[config.mk]
export PLATFORM = sky130hd
export DESIGN_NAME = dcst_mul
export DESIGN_NICKNAME = d
export VERILOG_FILES = /design/src/rtl/core/dcst_pkg.sv /design/src/rtl/core/dcst_mul.sv
export SDC_FILE = /design/constraint.sdc
export NUM_CORES = 2
export LEC_CHECK = 0
export BUFFER_PORTS_ARGS = -buffer_cell sky130_fd_sc_hd__buf_4
export CORE_MARGIN = 4
export CORE_UTILIZATION = 45
export DETAILED_ROUTE_END_ITERATION = 6
export PLACE_DENSITY = 0.67
export RECOVER_POWER = 50
export SLEW_MARGIN = 20
export SYNTH_ARGS = -nofsm -noshare
export SYNTH_HDL_FRONTEND = slang
export SYNTH_SLANG_ARGS = --single-unit
[constraint.sdc]
create_clock -name clk -period 13.2 [get_ports clk]
set_input_delay 0.66 -clock clk [delete_from_list [all_inputs] [get_ports clk]]
set_output_delay 0.66 -clock clk [all_outputs]
set_load 0.02 [all_outputs]
[src/rtl/core/dcst_pkg.sv]
`default_nettype none

package dcst_pkg;

  // configuration register file
  localparam int unsigned CFG_INDEX_W = 3;
  localparam int unsigned CFG_DATA_W  = 32;
  localparam int unsigned CFG_W       = 31;
  localparam int unsigned ALPHA_W     = 17;

  localparam logic [CFG_INDEX_W-1:0] REG_INV_DX         = 3'd0;
  localparam logic [CFG_INDEX_W-1:0] REG_INV_DY         = 3'd1;
  localparam logic [CFG_INDEX_W-1:0] REG_INV_DX_SQUARED = 3'd2;
  localparam logic [CFG_INDEX_W-1:0] REG_INV_DY_SQUARED = 3'd3;
  localparam logic [CFG_INDEX_W-1:0] REG_UPWIND_WEIGHT  = 3'd4;

  localparam logic [CFG_W-1:0]   INV_RESET   = 31'd65536;
  localparam logic [ALPHA_W-1:0] ALPHA_RESET = 17'd0;

  // load enables of the two register ranks inside a multiplier
  typedef struct packed {
    logic pp;
    logic sum;
  } mul_en_t;

endpackage

`default_nettype wire

[src/rtl/core/dcst_mul.sv]
`default_nettype none

// two-stage signed multiplier: 33x33 partial products, then one summing rank
module dcst_mul #(
  parameter int unsigned A_W = 33,
  parameter int unsigned B_W = 33
) (
  input  wire logic                   clk,
  input  wire dcst_pkg::mul_en_t      en,
  input  wire logic signed [A_W-1:0]  a,
  input  wire logic signed [B_W-1:0]  b,
  output logic signed [A_W+B_W-1:0]   p
);

  localparam int unsigned CHUNK_W = 32;
  localparam int unsigned NA      = (A_W - 2) / CHUNK_W + 1;
  localparam int unsigned NB      = (B_W - 2) / CHUNK_W + 1;
  localparam int unsigned AE_W    = NA * CHUNK_W + 1;
  localparam int unsigned BE_W    = NB * CHUNK_W + 1;
  localparam int unsigned PP_W    = 2 * (CHUNK_W + 1);
  localparam int unsigned P_W     = A_W + B_W;
  localparam int unsigned ACC_W   = (NA + NB) * CHUNK_W + 2;

  logic signed [AE_W-1:0]    a_ext;
  logic signed [BE_W-1:0]    b_ext;
  logic signed [CHUNK_W:0]   a_chunk [NA];
  logic signed [CHUNK_W:0]   b_chunk [NB];
  logic signed [PP_W-1:0]    pp [NA][NB];
  logic signed [ACC_W-1:0]   acc;

  assign a_ext = AE_W'(a);
  assign b_ext = BE_W'(b);

  // low chunks are unsigned, the top chunk carries the sign
  for (genvar k = 0; k < NA; k++) begin : g_a
    if (k == NA - 1) begin : g_top
      assign a_chunk[k] = a_ext[AE_W-1 : k*CHUNK_W];
    end else begin : g_low
      assign a_chunk[k] = {1'b0, a_ext[k*CHUNK_W +: CHUNK_W]};
    end
  end

  for (genvar l = 0; l < NB; l++) begin : g_b
    if (l == NB - 1) begin : g_top
      assign b_chunk[l] = b_ext[BE_W-1 : l*CHUNK_W];
    end else begin : g_low
      assign b_chunk[l] = {1'b0, b_ext[l*CHUNK_W +: CHUNK_W]};
    end
  end

  always_ff @(posedge clk) begin
    if (en.pp) begin
      for (int k = 0; k < NA; k++) begin
        for (int l = 0; l < NB; l++) begin
          pp[k][l] <= a_chunk[k] * b_chunk[l];
        end
      end
    end
  end

  always_comb begin
    acc = '0;
    for (int k = 0; k < NA; k++) begin
      for (int l = 0; l < NB; l++) begin
        acc = acc + (ACC_W'(pp[k][l]) <<< (CHUNK_W * (k + l)));
      end
    end
  end

  always_ff @(posedge clk) begin
    if (en.sum) begin
      p <= P_W'(acc);
    end
  end

endmodule

`default_nettype wire

# ---- After elaboration in Yosys (flattened, before gate mapping)
# Memory sizes are Yosys's and may differ from the RTL's. A register that Yosys moved wholly into a read port is not among the register bits.
# Index checks and enable logic that the tools add are counted.
dict set report totals {
  regBits 0
  mem_bits_rw 66
  in_bits 69
  out_inout_bits 66
  n_memories 1
}
# memory depth width rd rd_clocked_by_memory_dff wr line
set mem_list {}
lappend mem_list {pp 1 66 1 1 1 dcst_mul.sv:28} ;# logic signed [PP_W-1:0] pp [NA][NB];
dict set report classes {
  multipliers 1
  n_mux 2
}
# op n
set ops {}
lappend ops {{$mul A33 B33 Y66} 1}
lappend ops {{$mux W1} 2}

# ---- Longest topological paths before layout
dict set report depth {
  ltp_word 2
  ltp_mapped 29
  ltp_nobuf 27
}

# ---- Worst setup path before layout
# Ideal clock, no wire load.
dict set report synth_timing {
  path_kind {input port to flip-flop}
  start {in a[32]}
  end {mem pp[0][64] (netlist bit) (data pin)}
  setup_ps 207
  arrival_time_ps 7795
  slack_ps 5198
  cell_stages 24
  path_buffers 2
  cell_sequence {clkbuf_1 nand2_1 inv_1 fa_1 fa_1 fa_1 fa_1 fa_1 fa_1 fa_1 inv_1 fa_1 inv_1 ha_1 clkbuf_1 and4_1 and4b_1 nand4_1 a21oi_1 a211oi_1 a211o_1 o31a_1 mux2i_1 a2111oi_0}
}
dict set report synth_between {
  elab_chain_len 1
}
# item line
set synth_rtl {}
lappend synth_rtl {{start, declared} dcst_mul.sv:10} ;# input wire logic signed [A_W-1:0] a,
lappend synth_rtl {{$mul A33 B33 Y66} dcst_mul.sv:55} ;# pp[k][l] <= a_chunk[k] * b_chunk[l];
lappend synth_rtl {{end, declared} dcst_mul.sv:28}
# Every way passes these cells.

# ---- Worst setup path after layout
dict set report layout_timing {
  start {in a[0]}
  end {mem pp[0][64] (netlist bit) (data pin)}
}
# Same word-level chain as after synthesis.

==> results by group <==
Finish
  • P&R area growth vs syn: 5.44%
  • Ratio of cells with drive above 1 in the final layout: 3.88%
  • Fill count: 8,902
  • Total Nets Final: 5,774
  • Non-filler cells, final: 5,622

STA
  • Fin crit period: 9.37 ns
  • Period utilization: 71.0%
  • Clock Skews: 0.0158 ns
  • Slew HR: -153%
  • Hold Slack: 0.400 ns
  • Highest clock rate: 107 MHz
  • Tightest Pin Transition: 3.80 ns
  • Final setup TNS: 0 ns
  • RSZ-0062 raised after global routing: no
  • Final hold vios: 0
  • Final setup viols: 0
  • Pins Over Slew Limit: 168
  • Final worst slack: 3.83 ns

Route
  • Vias post-DR: 29.6k
  • DR iter-0 viols: 1,913
  • DR pass1 iterations: 5
  • Post-Route WL: 116,000 um
  • DRC Markers: 0
  • Via-to-Cell Ratio: 5.26
  • DR WL/cell: 20.5 um
  • Post-DRT Antenna Nets: 0

Logic synthesis
  • Post-synth EDFFs: 132
  • Synthesized cell area: 0.0431 mm^2
  • Post-synth top flop: edfxtp_1
  • Synth Net Count: 5,844
  • Sequential element share of the synthesized area: 9.19%
  • Async SR Flop Fraction: 0%
  • Synthesized instance count: 4,413
  • Post-synthesis register bit count: 132
  • Synth cell types: 55
  • Syn_area_per_cell: 9.77 um^2
  • Total of warnings raised by yosys: 0

Global route
  • First-pass GRT wire length: 184,000 um
  • Vias in the first global route: 32.8k
  • GRT overflow: 0
  • Initial antenna violation count: 2
  • Largest net degree at the start of global routing: 67
  • All-Layer GR Usage: 23.5%

Clock network
  • CTS root buf: clkbuf_16
  • Clk_lat worst skew: 0.42 ns
  • CTS Buf Count: 17
  • Post_cts resized: 0
  • TritonCTS clock tree: built
  • # H-tree levels: 4
  • Worst-path clk slew: 0.07 ns
  • Clock Tree Buf Depth: 2
  • Clk sinks: 132
  • # hold bufs at CTS: 0
  • Setup Buffers After CTS: 0

Place
  • Pre-CTS setup slack: 4.12 ns
  • Gpl congestion: 0.880
  • Port-buffer cells: 134
  • DP Cell Count: 5,589
  • DPL Wire Length: 88,100 um

Setup path
  • CP max stage delay: 1.42 ns
  • Slowest cell on crit path: clkbuf_1
  • Crit path capture type: flop
  • Cell family with most CP delay: adder cells
  • Crit path max fanout: 33
  • Crit Path Class: primary input to flop
  • CP dominant cell by count: fa_1
  • Crit path required time: 13.40 ns
  • R2R Setup Slk: 12.51 ns
  • Startpoint Class: primary input
  • Critical path cell sequence: clkbuf_1 > nand2b_1 > fa_1 > fa_1 > inv_1 > fa_1 > fa_1 > fa_1 > fa_1 > fa_1 > inv_1 > fa_1 > inv_1 > ha_1 > nand3_1 > and4b_1 > nand4_1 > a21oi_1 > a211oi_1 > a211o_1 > o31a_1 > mux2i_1 > a2111oi_0
  • Buf/Inv on CP: 4
  • CP arrival: 9.57 ns

Floorplan
  • Die area: 0.101 mm^2
  • I/O pins: 135
  • Initial core utilization: 45.4%
  • Core area: 0.0950 mm^2
  • Floorplan row count: 113
  • Die height: 318 um
  • Die X: 318 um

Run status
  • Status: finished with violations
  • Failing checks: max-capacitance violations, max-slew violations

Min path
  • Hold crit path type: flop to flop

Run
  • Max Cap Viol: 3
==> path summary, 6_finish.rpt <==
path / from / end / cells after the start
max reg2reg: pp[0][5] / p[5] / 0
min reg2reg: pp[0][36] / p[36] / 0
max: a[0] / pp[0][64] / 23
min: pp[0][36] / p[36] / 0
==> synth_stat cells (2+ instances only) <==
cell type | n | area share (%)
a21boi_0 | 2 | 0.035
o21ai_0 | 40 | 0.46
fa_1 | 1145 | 53
o21bai_1 | 9 | 0.16
a21o_1 | 27 | 0.47
a211oi_1 | 9 | 0.16
inv_1 | 1138 | 9.9
nand4_1 | 13 | 0.19
o221ai_1 | 4 | 0.081
or4_1 | 3 | 0.052
a21oi_1 | 68 | 0.79
xor2_1 | 15 | 0.30
and3_1 | 10 | 0.15
edfxtp_1 | 132 | 9.2
mux2i_1 | 3 | 0.070
o211ai_1 | 9 | 0.16
nor3_1 | 16 | 0.19
nor2b_1 | 12 | 0.17
a31oi_1 | 8 | 0.12
a311oi_1 | 3 | 0.061
o311ai_0 | 2 | 0.041
o41a_1 | 3 | 0.078
clkbuf_1 | 224 | 1.9
o31a_1 | 3 | 0.061
a2111oi_0 | 3 | 0.061
nand3_1 | 22 | 0.26
o41ai_1 | 2 | 0.041
nand2b_1 | 11 | 0.16
o21a_1 | 8 | 0.14
a221oi_1 | 4 | 0.081
or3_1 | 2 | 0.029
and2_1 | 561 | 8.1
buf_2 | 2 | 0.023
or2_2 | 4 | 0.058
xnor2_1 | 54 | 1.1
nor2_1 | 53 | 0.46
o31ai_1 | 2 | 0.035
ha_1 | 217 | 6.3
nor4_1 | 3 | 0.044
a211o_1 | 3 | 0.061
nand2_1 | 550 | 4.8
==> registers in the layout, indices dropped and copies added (netlist names) <==
register / count
pp: 66
p: 66
==> cell usage in the layout (no fill, tap or decap), drive strengths merged, types with 4 or more instances in the layout <==
master,count
o21a,8
or2,4
o211ai,9
a21o,27
edfxtp,132
clkbuf,23
nand4,13
and2,561
ha,217
xor2,15
xnor2,54
a211oi,9
a21boi,4
o21bai,9
nand2b,11
clkinv,4
inv,1141
nor2,53
a31oi,8
o221ai,4
nand3,22
buf,135
nand2,550
a21oi,68
and3,10
fa,1145
a221oi,4
nor2b,12
nor3,16
o21ai,40
==> cell type report <==
class,instances,area (um^2),area share (%)
Multi-Input combinational cell,2916,34000,74.9
Clock inverter,11,151,0.333
Sequential cell,132,3960,8.72
Inverter,1138,4270,9.39
Tap cell,1265,1580,3.48
Clock buffer,20,437,0.960
Timing Repair Buffer,138,1020,2.25
Antenna cell,2,5.00,0.0110
==> routing by layer <==
metal / vias to the layer above / part of all wire, % / global-route usage [%]
li1: 12500 / - / -
met1: 15600 / 37 / 28.4
met2: 1121 / 51 / 41.4
met3: 296 / 6.7 / 4.04
met4: 0 / 5.2 / 9.95
met5: - / 0 / 0
==> through the flow <==
stage	util [%]	instance area, um^2
2_1_floorplan	-	43100
3_3_place_gp	47.3	44900
3_5_place_dp	47.3	44900
4_1_cts	47.9	45500
5_1_grt	47.9	45500
6_report	47.9	45500
==> cell families (layout without fill, tap and decap cells) <==
kind of cell / after synthesis / in the layout / synth area share (%)
adders and majority gates: 1362 / 1362 / 59.4
muxes: 3 / 3 / 0.0696
DFF: 132 / 132 / 9.19
AOI/OAI and AO/OA: 216 / 216 / 3.23
xor gates and xnor gates: 69 / 69 / 1.40
and+or+nand+nor: 1266 / 1266 / 14.8
buffers and inverters: 1365 / 1307 / 11.9
other: 0 / 2 / 0
Power is left out: the tool's default activity adds up to more than one toggle a clock period on the data nets, which glitch-free logic cannot reach.
